<file path="config.mk">
export PLATFORM = sky130hd
export DESIGN_NAME = igniter_arm_fire_interlock_flat
export DESIGN_NICKNAME = d
export VERILOG_FILES = /design/src/design/iafi_pkg.sv /design/src/design/iafi_if.sv /design/src/design/iafi_cfg_regs.sv /design/src/design/iafi_frame_decode.sv /design/src/design/iafi_step.sv /design/src/design/igniter_arm_fire_interlock.sv /design/src/flat_wrapper.sv
export SDC_FILE = /design/constraint.sdc
export NUM_CORES = 1
export LEC_CHECK = 0
export BUFFER_PORTS_ARGS = -buffer_cell sky130_fd_sc_hd__clkbuf_2
export CORE_MARGIN = 2
export CORE_UTILIZATION = 25
export DETAILED_ROUTE_END_ITERATION = 8
export GPL_TIMING_DRIVEN = 0
export PLACE_DENSITY = 0.39
export SKIP_CTS_REPAIR_TIMING = 1
export SLEW_MARGIN = 20
export SYNTH_ARGS = -nofsm -noshare
export SYNTH_HDL_FRONTEND = slang
export SYNTH_SLANG_ARGS = --single-unit
</file>
<file path="constraint.sdc">
create_clock -name clk -period 10.4 [get_ports clk]
set_input_delay 1.56 -clock clk [delete_from_list [all_inputs] [get_ports clk]]
set_output_delay 1.56 -clock clk [all_outputs]
set_load 0.05 [all_outputs]
</file>
<file path="src/design/iafi_pkg.sv">
// ----------------------------------------------------------------------------
// iafi_pkg
// Shared types, constants and helper functions of the arm and fire interlock.
// ----------------------------------------------------------------------------
package iafi_pkg;

  // counter width of the tick counters
  localparam int CNT_W = 16;
  localparam int THR_W = 16;
  localparam int CMP_W = (CNT_W > THR_W) ? CNT_W : THR_W;
  localparam int ID_W  = 11;
  localparam int LEN_W = 4;
  localparam int PL_W  = 48;
  localparam int CFG_IDX_W = 3;
  localparam int CFG_DAT_W = 16;

  // configuration register indexes
  localparam logic [CFG_IDX_W-1:0] REG_ARM_WINDOW = 3'd0;
  localparam logic [CFG_IDX_W-1:0] REG_RESEND     = 3'd1;
  localparam logic [CFG_IDX_W-1:0] REG_HB_TIMEOUT = 3'd2;
  localparam logic [CFG_IDX_W-1:0] REG_BLINK_ON   = 3'd3;
  localparam logic [CFG_IDX_W-1:0] REG_PARTNER_ID = 3'd4;

  // reset values of the configuration registers
  localparam logic [THR_W-1:0] RST_ARM_WINDOW = 16'd200;
  localparam logic [THR_W-1:0] RST_RESEND     = 16'd20;
  localparam logic [THR_W-1:0] RST_HB_TIMEOUT = 16'd40;
  localparam logic [THR_W-1:0] RST_BLINK_ON   = 16'd4;
  localparam logic [ID_W-1:0]  RST_PARTNER_ID = 11'h013;

  // confirmation frames: length and payload words, byte zero lowest
  localparam logic [LEN_W-1:0] LEN_DISARM  = 4'd6;
  localparam logic [LEN_W-1:0] LEN_ARM     = 4'd3;
  localparam logic [LEN_W-1:0] LEN_FIRE    = 4'd4;
  localparam logic [47:0]      WORD_DISARM = 48'h4D5241534944;
  localparam logic [23:0]      WORD_ARM    = 24'h4D5241;
  localparam logic [31:0]      WORD_FIRE   = 32'h45524946;

  localparam logic [CNT_W-1:0] CNT_MAX = {CNT_W{1'b1}};

  typedef enum logic [1:0] {
    TG_DISARMED = 2'd0,
    TG_EXPIRED  = 2'd1,
    TG_ARMED    = 2'd2,
    TG_FIRE     = 2'd3
  } target_t;

  typedef enum logic [1:0] {
    CF_DEAD     = 2'd0,
    CF_DISARMED = 2'd1,
    CF_ARMED    = 2'd2,
    CF_FIRE     = 2'd3
  } conf_t;

  typedef enum logic [1:0] {
    CMD_DISARM = 2'd0,
    CMD_ARM    = 2'd1,
    CMD_FIRE   = 2'd2
  } cmd_t;

  typedef enum logic {
    KIND_TICK = 1'b0,
    KIND_MSG  = 1'b1
  } kind_t;

  typedef struct packed {
    logic             kind;
    logic             arm_lever;
    logic             fire_button;
    logic [ID_W-1:0]  msg_id;
    logic             msg_extended;
    logic [LEN_W-1:0] msg_length;
    logic [PL_W-1:0]  msg_payload;
  } in_item_t;

  typedef struct packed {
    logic       send_now;
    logic [1:0] send_command;
    logic       indicator;
    logic       status_led;
    logic [1:0] target_code;
    logic [1:0] confirmed_code;
  } out_item_t;

  typedef struct packed {
    logic [THR_W-1:0] arm_window_ticks;
    logic [THR_W-1:0] resend_ticks;
    logic [THR_W-1:0] heartbeat_timeout_ticks;
    logic [THR_W-1:0] blink_on_ticks;
    logic [ID_W-1:0]  partner_id;
  } cfg_t;

  // frame decoder result
  typedef struct packed {
    logic  hit;
    conf_t code;
  } dec_t;

  // saturating increment
  function automatic logic [CNT_W-1:0] sat_inc(input logic [CNT_W-1:0] v);
    sat_inc = (v == CNT_MAX) ? v : v + 1'b1;
  endfunction

  // counter strictly above threshold
  function automatic logic cnt_gt(input logic [CNT_W-1:0] c, input logic [THR_W-1:0] th);
    cnt_gt = CMP_W'(c) > CMP_W'(th);
  endfunction

  // counter strictly below threshold
  function automatic logic cnt_lt(input logic [CNT_W-1:0] c, input logic [THR_W-1:0] th);
    cnt_lt = CMP_W'(c) < CMP_W'(th);
  endfunction

  // command that belongs to a target
  function automatic cmd_t command_of(input target_t t);
    case (t)
      TG_ARMED: command_of = CMD_ARM;
      TG_FIRE:  command_of = CMD_FIRE;
      default:  command_of = CMD_DISARM;
    endcase
  endfunction

endpackage

</file>
<file path="src/design/iafi_if.sv">
// ----------------------------------------------------------------------------
// iafi channel interfaces
// Valid/ready channels for input items and result items.
// ----------------------------------------------------------------------------
interface iafi_in_if;
  logic              valid;
  logic              ready;
  iafi_pkg::in_item_t payload;

  modport source (output valid, output payload, input ready);
  modport sink   (input valid, input payload, output ready);
endinterface

interface iafi_out_if;
  logic               valid;
  logic               ready;
  iafi_pkg::out_item_t payload;

  modport source (output valid, output payload, input ready);
  modport sink   (input valid, input payload, output ready);
endinterface

</file>
<file path="src/design/iafi_cfg_regs.sv">
// ----------------------------------------------------------------------------
// iafi_cfg_regs
// Configuration register file, written through a plain write port.
// ----------------------------------------------------------------------------
module iafi_cfg_regs (
  input  logic                               clk,
  input  logic                               rst,
  input  logic                               cfg_we,
  input  logic [iafi_pkg::CFG_IDX_W-1:0]     cfg_index,
  input  logic [iafi_pkg::CFG_DAT_W-1:0]     cfg_data,
  output iafi_pkg::cfg_t                     cfg
);
  import iafi_pkg::*;

  // register writes, unknown indexes are dropped
  always_ff @(posedge clk) begin
    if (rst) begin
      cfg.arm_window_ticks        <= RST_ARM_WINDOW;
      cfg.resend_ticks            <= RST_RESEND;
      cfg.heartbeat_timeout_ticks <= RST_HB_TIMEOUT;
      cfg.blink_on_ticks          <= RST_BLINK_ON;
      cfg.partner_id              <= RST_PARTNER_ID;
    end else if (cfg_we) begin
      case (cfg_index)
        REG_ARM_WINDOW: cfg.arm_window_ticks        <= cfg_data[THR_W-1:0];
        REG_RESEND:     cfg.resend_ticks            <= cfg_data[THR_W-1:0];
        REG_HB_TIMEOUT: cfg.heartbeat_timeout_ticks <= cfg_data[THR_W-1:0];
        REG_BLINK_ON:   cfg.blink_on_ticks          <= cfg_data[THR_W-1:0];
        REG_PARTNER_ID: cfg.partner_id              <= cfg_data[ID_W-1:0];
        default: ;
      endcase
    end
  end

endmodule

</file>
<file path="src/design/iafi_frame_decode.sv">
// ----------------------------------------------------------------------------
// iafi_frame_decode
// Matches a received frame against the DISARM, ARM and FIRE confirmations.
// ----------------------------------------------------------------------------
module iafi_frame_decode (
  input  iafi_pkg::in_item_t           msg,
  input  logic [iafi_pkg::ID_W-1:0]    partner_id,
  output iafi_pkg::dec_t               dec
);
  import iafi_pkg::*;

  logic from_partner;

  // standard frame from the partner
  assign from_partner = (msg.msg_id == partner_id) && !msg.msg_extended;

  // first matching word wins
  always_comb begin
    dec.hit  = 1'b0;
    dec.code = CF_DEAD;
    if (from_partner && msg.msg_length == LEN_DISARM &&
        msg.msg_payload[47:0] == WORD_DISARM) begin
      dec.hit  = 1'b1;
      dec.code = CF_DISARMED;
    end else if (from_partner && msg.msg_length == LEN_ARM &&
                 msg.msg_payload[23:0] == WORD_ARM) begin
      dec.hit  = 1'b1;
      dec.code = CF_ARMED;
    end else if (from_partner && msg.msg_length == LEN_FIRE &&
                 msg.msg_payload[31:0] == WORD_FIRE) begin
      dec.hit  = 1'b1;
      dec.code = CF_FIRE;
    end
  end

endmodule

</file>
<file path="src/design/iafi_step.sv">
// ----------------------------------------------------------------------------
// iafi_step
// Interlock state and the per-item update for ticks and messages.
// ----------------------------------------------------------------------------
module iafi_step (
  input  logic                clk,
  input  logic                rst,
  input  logic                en,
  input  iafi_pkg::in_item_t  item,
  input  iafi_pkg::cfg_t      cfg,
  input  iafi_pkg::dec_t      dec,
  output iafi_pkg::out_item_t res
);
  import iafi_pkg::*;

  target_t          target, target_next, prev_target;
  conf_t            confirmed, confirmed_next;
  logic [CNT_W-1:0] arm_ticks, arm_ticks_next;
  logic [CNT_W-1:0] resend_count, resend_count_next;
  logic [CNT_W-1:0] hb_count, hb_count_next;
  logic             indicator_level, indicator_level_next;
  logic             led_level, led_level_next;
  logic             send;
  logic [CNT_W-1:0] arm_base;

  // next state of one item
  always_comb begin
    target_next          = target;
    confirmed_next       = confirmed;
    arm_ticks_next       = arm_ticks;
    resend_count_next    = resend_count;
    hb_count_next        = hb_count;
    indicator_level_next = indicator_level;
    led_level_next       = led_level;
    arm_base             = arm_ticks;
    send                 = 1'b0;
    if (item.kind == KIND_TICK) begin
      // arming from a confirmed disarmed partner
      if (confirmed == CF_DISARMED && target != TG_ARMED && target != TG_EXPIRED &&
          item.arm_lever) begin
        target_next = TG_ARMED;
        arm_base    = '0;
      end
      if (!item.arm_lever) target_next = TG_DISARMED;
      if (target_next == TG_ARMED && cnt_gt(arm_base, cfg.arm_window_ticks))
        target_next = TG_EXPIRED;
      if (confirmed == CF_ARMED && target_next == TG_ARMED && item.fire_button)
        target_next = TG_FIRE;
      if (confirmed == CF_DISARMED && target_next == TG_FIRE)
        target_next = TG_EXPIRED;
      // heartbeat timeout
      if (cnt_gt(hb_count, cfg.heartbeat_timeout_ticks)) begin
        target_next    = TG_DISARMED;
        confirmed_next = CF_DEAD;
      end
      // send on change or when resend is due
      send = (target_next != prev_target) || cnt_gt(resend_count, cfg.resend_ticks);
      arm_ticks_next    = sat_inc(arm_base);
      resend_count_next = send ? CNT_W'(1) : sat_inc(resend_count);
      hb_count_next     = sat_inc(hb_count);
      led_level_next    = !led_level;
      // indicator follows the partner state
      case (confirmed_next)
        CF_DEAD:     indicator_level_next = 1'b0;
        CF_DISARMED: indicator_level_next = cnt_lt(hb_count_next, cfg.blink_on_ticks);
        CF_ARMED:    indicator_level_next = 1'b1;
        default: begin
          if (!hb_count_next[0]) indicator_level_next = !indicator_level;
        end
      endcase
    end else begin
      hb_count_next = '0;
      if (dec.hit) confirmed_next = dec.code;
    end
  end

  // result of the item
  always_comb begin
    res.send_now       = send;
    res.send_command   = command_of(target_next);
    res.indicator      = indicator_level_next;
    res.status_led     = led_level_next;
    res.target_code    = target_next;
    res.confirmed_code = confirmed_next;
  end

  // state registers
  always_ff @(posedge clk) begin
    if (rst) begin
      target          <= TG_DISARMED;
      confirmed       <= CF_DEAD;
      prev_target     <= TG_DISARMED;
      arm_ticks       <= '0;
      resend_count    <= '0;
      hb_count        <= '0;
      indicator_level <= 1'b0;
      led_level       <= 1'b0;
    end else if (en) begin
      target          <= target_next;
      confirmed       <= confirmed_next;
      if (item.kind == KIND_TICK) prev_target <= target_next;
      arm_ticks       <= arm_ticks_next;
      resend_count    <= resend_count_next;
      hb_count        <= hb_count_next;
      indicator_level <= indicator_level_next;
      led_level       <= led_level_next;
    end
  end

endmodule

</file>
<file path="src/design/igniter_arm_fire_interlock.sv">
// ----------------------------------------------------------------------------
// igniter_arm_fire_interlock
// Arm and fire interlock with partner heartbeat supervision.
// An item goes to the input register, its result to the result register.
// Throughput: one item per cycle unless stalled by result.ready; the state update
// between the two registers is a single pass of compares and counter increments.
// Reset (rst, synchronous): empty pipeline, target disarmed, partner dead, all
// counters zero, configuration at its reset values.
// ----------------------------------------------------------------------------
module igniter_arm_fire_interlock (
  input  logic                           clk,
  input  logic                           rst,
  input  logic                           cfg_we,
  input  logic [iafi_pkg::CFG_IDX_W-1:0] cfg_index,
  input  logic [iafi_pkg::CFG_DAT_W-1:0] cfg_data,
  iafi_in_if.sink                        item,
  iafi_out_if.source                     result
);
  import iafi_pkg::*;

  cfg_t      cfg;
  in_item_t  s1_item;
  logic      s1_valid;
  logic      adv;
  dec_t      dec;
  out_item_t step_res;
  out_item_t res_data;
  logic      res_valid;

  iafi_cfg_regs u_cfg (
    .clk       (clk),
    .rst       (rst),
    .cfg_we    (cfg_we),
    .cfg_index (cfg_index),
    .cfg_data  (cfg_data),
    .cfg       (cfg)
  );

  iafi_frame_decode u_dec (
    .msg        (s1_item),
    .partner_id (cfg.partner_id),
    .dec        (dec)
  );

  iafi_step u_step (
    .clk  (clk),
    .rst  (rst),
    .en   (adv),
    .item (s1_item),
    .cfg  (cfg),
    .dec  (dec),
    .res  (step_res)
  );

  // advance when the result register is free or being drained
  assign adv        = s1_valid && (!res_valid || result.ready);
  assign item.ready = !s1_valid || adv;

  // input register
  always_ff @(posedge clk) begin
    if (rst) begin
      s1_valid <= 1'b0;
    end else if (item.valid && item.ready) begin
      s1_valid <= 1'b1;
    end else if (adv) begin
      s1_valid <= 1'b0;
    end
  end

  always_ff @(posedge clk) begin
    if (item.valid && item.ready) s1_item <= item.payload;
  end

  // result register
  always_ff @(posedge clk) begin
    if (rst) begin
      res_valid <= 1'b0;
    end else if (adv) begin
      res_valid <= 1'b1;
    end else if (result.ready) begin
      res_valid <= 1'b0;
    end
  end

  always_ff @(posedge clk) begin
    if (adv) res_data <= step_res;
  end

  assign result.valid   = res_valid;
  assign result.payload = res_data;

endmodule
</file>
<file path="src/flat_wrapper.sv">
// flat-port wrapper written by rule: the top's interface ports become plain ports
module igniter_arm_fire_interlock_flat import iafi_pkg::*;
  (clk, rst, cfg_we, cfg_index, cfg_data, item_valid, item_payload, item_ready, result_valid, result_payload, result_ready);
  iafi_in_if item_i ();
  iafi_out_if result_i ();
  input  logic clk;
  input  logic rst;
  input  logic cfg_we;
  input  logic [iafi_pkg::CFG_IDX_W-1:0] cfg_index;
  input  logic [iafi_pkg::CFG_DAT_W-1:0] cfg_data;
  input wire logic [$bits(item_i.valid)-1:0] item_valid;
  input wire logic [$bits(item_i.payload)-1:0] item_payload;
  output wire logic [$bits(item_i.ready)-1:0] item_ready;
  output wire logic [$bits(result_i.valid)-1:0] result_valid;
  output wire logic [$bits(result_i.payload)-1:0] result_payload;
  input wire logic [$bits(result_i.ready)-1:0] result_ready;
  assign item_i.valid = item_valid;
  assign item_i.payload = item_payload;
  assign item_ready = item_i.ready;
  assign result_valid = result_i.valid;
  assign result_payload = result_i.payload;
  assign result_i.ready = result_ready;
  igniter_arm_fire_interlock u_core (.clk(clk), .rst(rst), .cfg_we(cfg_we), .cfg_index(cfg_index), .cfg_data(cfg_data), .item(item_i), .result(result_i));
endmodule
</file>
==> results of run 1 <==
==> through the flow <==
step	hold WS, ns	setup slack [ns]
after CTS	0.455	5.38
after global routing	0.473	5.01
after detailed placement	0.447	5.32
final	0.453	5.43
after global placement	0.445	5.32
after floorplan	0.434	6.33
==> flip-flops by register name, summed over array words and instances (netlist names) <==
| register | cells |
|---|---|
| u_core.u_step.resend_count | 16 |
| u_core.u_step.hb_count | 16 |
| u_core.result.valid | 1 |
| u_core.u_step.target | 2 |
| u_core.result.payload | 9 |
| u_core.u_step.prev_target | 2 |
| u_core.u_step.led_level | 1 |
| u_core.u_step.indicator_level | 1 |
| u_core.s1_valid | 1 |
| u_core.u_cfg.cfg | 75 |
| u_core.s1_item | 67 |
| u_core.u_step.arm_ticks | 16 |
| u_core.u_step.confirmed | 2 |
==> worst max path at each step <==
stage / to / cells past startpoint / start / slack (ns)
3_5_place_dp: u_core.u_step.hb_count[7] / 11 / result_ready / 5.32
4_1_cts: u_core.u_step.resend_count[1] / 17 / u_core.u_step.confirmed[0] / 5.38
3_3_place_gp: u_core.u_step.hb_count[0] / 11 / result_ready / 5.32
5_1_grt: u_core.u_step.resend_count[5] / 17 / u_core.u_step.confirmed[0] / 5.01
6_report: u_core.u_step.resend_count[1] / 17 / u_core.u_step.confirmed[0] / 5.43
2_1_floorplan: u_core.s1_item[0] / 3 / result_ready / 6.33
==> per-layer routing <==
layer | track usage (%) | routed length (um) | up-vias
li1 | - | - | 4167
met1 | 19.1 | 14300 | 3853
met2 | 25.5 | 14900 | 111
met3 | 1.85 | 856 | 37
met4 | 3.85 | 627 | 0
met5 | 0 | 0 | -
==> layout by cell type (no fill, tap or decap), types with 27 or more instances in the layout <==
master / instances
nand2_1: 200
dfxtp_1: 133
a21oi_1: 116
clkbuf_2: 100
edfxtp_1: 76
inv_1: 73
nor2_1: 68
ha_1: 63
clkbuf_1: 43
nand3_1: 37
clkbuf_16: 28
xnor2_1: 27
o21ai_0: 27
==> power by group through the flow <==
stage	clock (W)	sequential, W	combinational [W]
2_1_floorplan	0	0.000912	0.0000611
3_3_place_gp	0	0.000909	0.000125
3_5_place_dp	0	0.000908	0.000127
4_1_cts	0.00101	0.000891	0.000128
5_1_grt	0.00103	0.000893	0.000138
6_report	0.000979	0.000890	0.000124
==> Yosys cell counts, types with 2 or more instances <==
library cell,n
xor2_2,2
xor2_1,2
o21a_1,10
o2111ai_1,3
and3_1,13
nor4bb_1,4
nand3_1,37
nor4_1,7
buf_1,2
a21o_1,6
xnor2_1,27
dfxtp_1,133
nand2b_1,6
a21oi_2,4
nor4b_1,5
or4_1,7
a211o_1,7
a22oi_1,15
nand3b_1,11
mux2_2,4
nor2_1,68
a2bb2oi_1,2
a21oi_1,116
a32oi_1,2
and3b_1,3
nor3_1,7
or2_2,5
o21ai_1,8
nand2_1,200
a41oi_1,2
o21ai_0,27
inv_1,73
nand4_1,23
clkbuf_1,40
nor2b_1,7
o41ai_1,3
a211oi_1,7
o31ai_1,8
a21boi_0,4
edfxtp_1,76
and4_1,4
and2_1,18
or3_1,11
buf_2,2
ha_1,63
==> cell families (layout without fill, tap and decap cells) <==
group,after synthesis,in the layout,share of synthesized area [%]
buf+inv,120,268,4.69
flops,209,209,48.6
simple gates,442,442,20.9
mux,5,5,0.542
xor+xnor,31,31,2.82
fa+ha+maj,63,63,7.75
compound gates,238,238,14.6
==> worst reg2reg max path, delay by kind of cell (launching register included) <==
family                     cells  cell delay [ns]
DFF                            1             0.53
AOI/OAI and AO/OA              7             2.08
and+or+nand+nor                5             1.16
adders and majority gates      1             0.28
buffers and inverters          4             0.84
==> final cells by class <==
type                            count  area, sq um  area share (%)
Tap cell                          525          657            5.35
Sequential cell                   209         4940            40.2
Clock inverter                     12          161            1.31
Timing Repair Buffer              101          528            4.30
Buffer                             46          199            1.62
Clock buffer                       35          767            6.24
Inverter                           74          278            2.26
Multi-Input combinational cell    779         4750            38.7
==> flow_metrics.py, run 1 <==
metrics = {
    "floorplanning": {
        "initial_core_util_pct": 25.5,
        "die_width_um": 206,
        "std_cell_rows": 73,
        "io_pins": 102,
        "floorplan.die.height_um": 206,
        "floorplan.core_area_sq_um": 39900,
        "die_area_sq_um": 42300,
    },
    "synthesis": {
        "async_s_r_ff_share_synth_pct": 0,
        "syn-num-nets": 1262,
        "synthesis.area_sq_um": 10200,
        "synth-seq-area-share_pct": 48.6,
        "synth_top_cells_by_area": "dfxtp_1 (26%), edfxtp_1 (22%), ha_1 (7.8%)",
        "synth_top_area_share_pct": 26.2,
        "average_cell_area_after_synthesis_sq_um": 9.18,
        "yosys_register_bits": 209,
        "synth-edff-count": 76,
        "ys_warn_count": 0,
        "netlist-cell-type-count": 69,
        "netlist_instances": 1108,
        "synth_top_flop_cell": "dfxtp_1",
        "post-synth-top-area-cell": "dfxtp_1",
    },
    "sta": {
        "final_min_period_over_clock_period_pct": 47.8,
        "worst_slew_margin_rel_pct": 32.0,
        "timing.final.setup_violations": 0,
        "totalNegativeSetupSlack_ns": 0,
        "final-max-slew-violation-count": 0,
        "grt_setup_unrepaired": "no",
        "maximum_clock_frequency_ghz": 0.201,
        "period_needed_ns": 4.97,
        "timing_hold_violations_final": 0,
        "clock-skew-final_ns": 0.0192,
        "worst_slew_pin_slew_ns": 1.02,
    },
    "critical_path": {
        "timing.reg2reg.worst_path_depth": 17,
        "worstSetupPathType": "reg2reg",
        "worstPathMaxFanout": 10,
        "cp.buffers_inverters": 4,
        "reg2reg_setup_slack_ns": 5.43,
        "destination_of_the_worst_register_to_register_timing_path": "u_core.u_step.resend_count[1]",
        "timing.critical_path.max_delay_family": "compound AO/OA/AOI/OAI gates",
        "start_kind": "flip-flop",
        "cp.required_ns": 10.87,
        "cpPeakStageDelay_ns": 0.69,
        "crit_path_end_kind": "flip-flop",
        "worstReg2RegStart": "u_core.u_step.confirmed[0]",
        "worst-endpoint-arrival_ns": 5.44,
        "critical_path.slowest_cell": "a2111oi_4",
        "crit_path_cell_trace": "nand3b_1, or2_2, clkbuf_1, clkbuf_1, and2_1, ha_1, nand4_1, a211oi_1, and2_1, a41oi_1, o32ai_1, o211ai_2, a2111oi_4, buf_6, buf_12, o21ai_1, a21oi_1",
    },
    "clock_network": {
        "tritoncts_clock_tree": "built",
        "clk_pin_slew_worst_paths_ns": 0.06,
        "library_cell_used_as_clock_root_buffer": "clkbuf_16",
        "clk_path_buf_depth": 3,
        "tritoncts.num_buffers": 26,
        "clock_sinks": 209,
        "clk_latency_ns": 0.55,
        "maximum_level_of_the_cts_h_tree": 1,
    },
    "power_and_ir_drop": {
        "p_comb_share_pct": 6.2,
        "power.internal_w": 0.00153,
        "p_leak_nw": 4.55,
        "switching_share_pct": 23.2,
        "power.net_switching_w": 0.000463,
        "power.total_w": 0.00199,
        "share_clk_of_total_power_pct": 49.1,
        "worst_ir_drop_vdd_uv": 98.9,
        "power_density_nw_per_um2": 162,
        "power.sequential.fraction_pct": 44.7,
    },
    "run_status": {
        "outcome": "complete, no violations",
    },
    "worst_hold_path": {
        "min_path_type": "reg2reg",
        "worst_hold_path.endpoint": "u_core.u_cfg.cfg[57]",
        "worstHoldPathCells": 2,
        "hp-start": "u_core.u_cfg.cfg[57]",
    },
    "layout": {
        "final_core_utilization_pct": 30.8,
        "n_fill_cell": 4250,
        "syn2layout_area_growth_pct": 20.9,
        "insertedDiodeCount": 0,
        "stdcell_area_sq_um": 12300,
        "final_net_count": 1391,
        "final-instance-count-excl-fill": 1781,
        "final_layout_size_suffix_gt1_share_pct": 13.6,
    },
    "drt": {
        "wirelength_mm": 30.6,
        "dr.pass1.iters": 5,
        "starting_drc_count_in_detailed_routing": 433,
        "detail_route.wl_per_cell_um": 17.2,
        "avgViaCountPerCell": 4.59,
        "vias": 8168,
        "drt.antenna.violating_nets": 0,
        "detail_route.drc_violations": 0,
    },
    "global_route": {
        "antenna_violations_before_repair": 0,
        "grt_max_degree": 54,
        "grt_pass1_wl_mm": 47.5,
        "gr-total-overflow": 0,
        "grt_pass1_vias": 8127,
        "grt_use_total_pct": 14.6,
    },
    "place": {
        "dpl.hpwl_mm": 23.0,
        "post_dp_cell_area_sq_um": 11400,
        "gp_congestion": 0.798,
        "port_buffers": 100,
        "dpl.cell_count": 1734,
    },
    "flow_run": {
        "max-cap-violations": 0,
    },
}
(Power assumes the default switching activity.)
==> run 2: changes to the inputs <==
Clock period 10.4 ns to 5.1 ns, I/O delays scaled along.
==> flow_metrics.py, run 2 (synthesis results as in run 1) <==
metrics = {
    "run_status": {
        "outcome": "complete, no violations",
    },
    "floorplanning": {
        "initial_core_util_pct": 25.5,
        "die_width_um": 206,
        "floorplan.die.height_um": 206,
        "std_cell_rows": 73,
        "io_pins": 102,
        "die_area_sq_um": 42300,
        "floorplan.core_area_sq_um": 39900,
    },
    "sta": {
        "totalNegativeSetupSlack_ns": 0,
        "worst_slew_margin_rel_pct": 32.2,
        "clock-skew-final_ns": 0.0203,
        "final_min_period_over_clock_period_pct": 93.8,
        "timing.final.setup_violations": 0,
        "worst_slew_pin_slew_ns": 1.01,
        "holdWs_ns": 0.392,
        "timing_hold_violations_final": 0,
        "final-max-slew-violation-count": 0,
        "period_needed_ns": 4.78,
        "maximum_clock_frequency_ghz": 0.209,
        "grt_setup_unrepaired": "yes",
    },
    "clock_network": {
        "clock_sinks": 209,
        "clk_pin_slew_worst_paths_ns": 0.06,
        "library_cell_used_as_clock_root_buffer": "clkbuf_16",
        "tritoncts.num_buffers": 26,
        "clk_latency_ns": 0.55,
        "clk_path_buf_depth": 3,
        "tritoncts_clock_tree": "built",
        "maximum_level_of_the_cts_h_tree": 1,
    },
    "drt": {
        "vias": 8185,
        "detail_route.drc_violations": 0,
        "starting_drc_count_in_detailed_routing": 410,
        "wirelength_mm": 30.7,
        "drt.antenna.violating_nets": 0,
        "dr.pass1.iters": 4,
        "detail_route.wl_per_cell_um": 17.2,
        "avgViaCountPerCell": 4.59,
    },
    "critical_path": {
        "critical_path.slowest_cell": "a211oi_1",
        "start_kind": "flip-flop",
        "crit_path_end_kind": "flip-flop",
        "cpPeakStageDelay_ns": 0.75,
        "reg2reg_setup_slack_ns": 0.32,
        "cp.buffers_inverters": 2,
        "cp.required_ns": 5.54,
        "timing.critical_path.max_delay_family": "simple AND/OR/NAND/NOR gates",
        "worstPathMaxFanout": 10,
        "worst-endpoint-arrival_ns": 5.23,
        "worstSetupPathType": "reg2reg",
        "crit_path_cell_trace": "nand3b_1, or2_2, clkbuf_1, clkbuf_1, and2_1, ha_1, nand4_1, nor2_1, a221oi_1, nand2_1, o22ai_2, nand3_1, a211oi_1, nand3_1, and3b_1",
    },
    "layout": {
        "syn2layout_area_growth_pct": 20.9,
        "final-instance-count-excl-fill": 1782,
        "insertedDiodeCount": 0,
        "stdcell_area_sq_um": 12300,
        "registers.top_by_ff_count": "u_core.u_cfg.cfg",
        "largest_reg_flops": 75,
        "final_layout_size_suffix_gt1_share_pct": 13.7,
        "mostFrequentLayoutCells": "nand2_1 (200), dfxtp_1 (133), a21oi_1 (116), clkbuf_2 (100), edfxtp_1 (76)",
        "final_common_cell": "nand2_1",
        "final_net_count": 1392,
        "largestRegisters": "u_core.u_cfg.cfg x75, u_core.s1_item x67",
    },
    "global_route": {
        "met1_usage_pct": 19.1,
        "busiest_layer": "met2",
        "grt_max_degree": 54,
        "antenna_violations_before_repair": 0,
        "grt_pass1_vias": 8127,
        "grt_pass1_wl_mm": 47.5,
        "grt_use_total_pct": 14.6,
        "gr-total-overflow": 0,
        "grtUsageMet2_pct": 25.5,
        "groute.layer.met3.usage_pct": 1.85,
    },
    "worst_hold_path": {
        "min_path_type": "in2reg",
    },
    "place": {
        "dpl.hpwl_mm": 23.0,
        "port_buffers": 100,
        "post_dp_cell_area_sq_um": 11400,
        "dpl.cell_count": 1734,
        "gp_congestion": 0.798,
    },
    "power_and_ir_drop": {
        "p_leak_nw": 4.56,
        "power_density_nw_per_um2": 331,
        "worst_ir_drop_vdd_uv": 202,
        "power.total_w": 0.00407,
    },
    "flow_run": {
        "max-cap-violations": 0,
    },
}
-- run 2: final timing paths --
| check | startpoint | to | cells after the start |
|---|---|---|---|
| setup / recovery | u_core.u_step.confirmed[0] | u_core.u_step.resend_count[0] | 15 |
| hold / removal | item_payload[63] | u_core.s1_item[63] | 1 |
| setup reg to reg | u_core.u_step.confirmed[0] | u_core.u_step.resend_count[0] | 15 |
| hold reg to reg | u_core.u_cfg.cfg[53] | u_core.u_cfg.cfg[53] | 2 |
-- run 2: layout make-up --
cell class,instances,area (sq um)
tap,525,657
multi-input combinational,779,4750
inverter,74,278
clock inverter,12,161
buffer,46,199
timing repair buffer,102,536
sequential,209,4940
clock buffer,35,767
fill,4250,27600
-- run 2: power breakdown --
group | internal [W] | switching, W | leakage [nW]
clock network | 0.00125 | 0.000748 | 0.451
registers | 0.00179 | 0.0000276 | 1.82
logic | 0.0000845 | 0.000169 | 2.29
-- run 2: stage by stage --
stage / worst slack [ns] / utilization [%]
detailed placement: 0.0882 / 28.5
global route: -0.0465 / 30.8
floorplan: 1.26 / -
CTS: 0.0813 / 30.8
finish: 0.317 / 30.8
global placement: 0.0865 / 28.4
-- run 2: layer usage --
layer | wire [um] | part of all wire [%]
met5 | 0 | 0
met4 | 627 | 2.0
met3 | 908 | 3.0
met2 | 14900 | 49
met1 | 14200 | 46
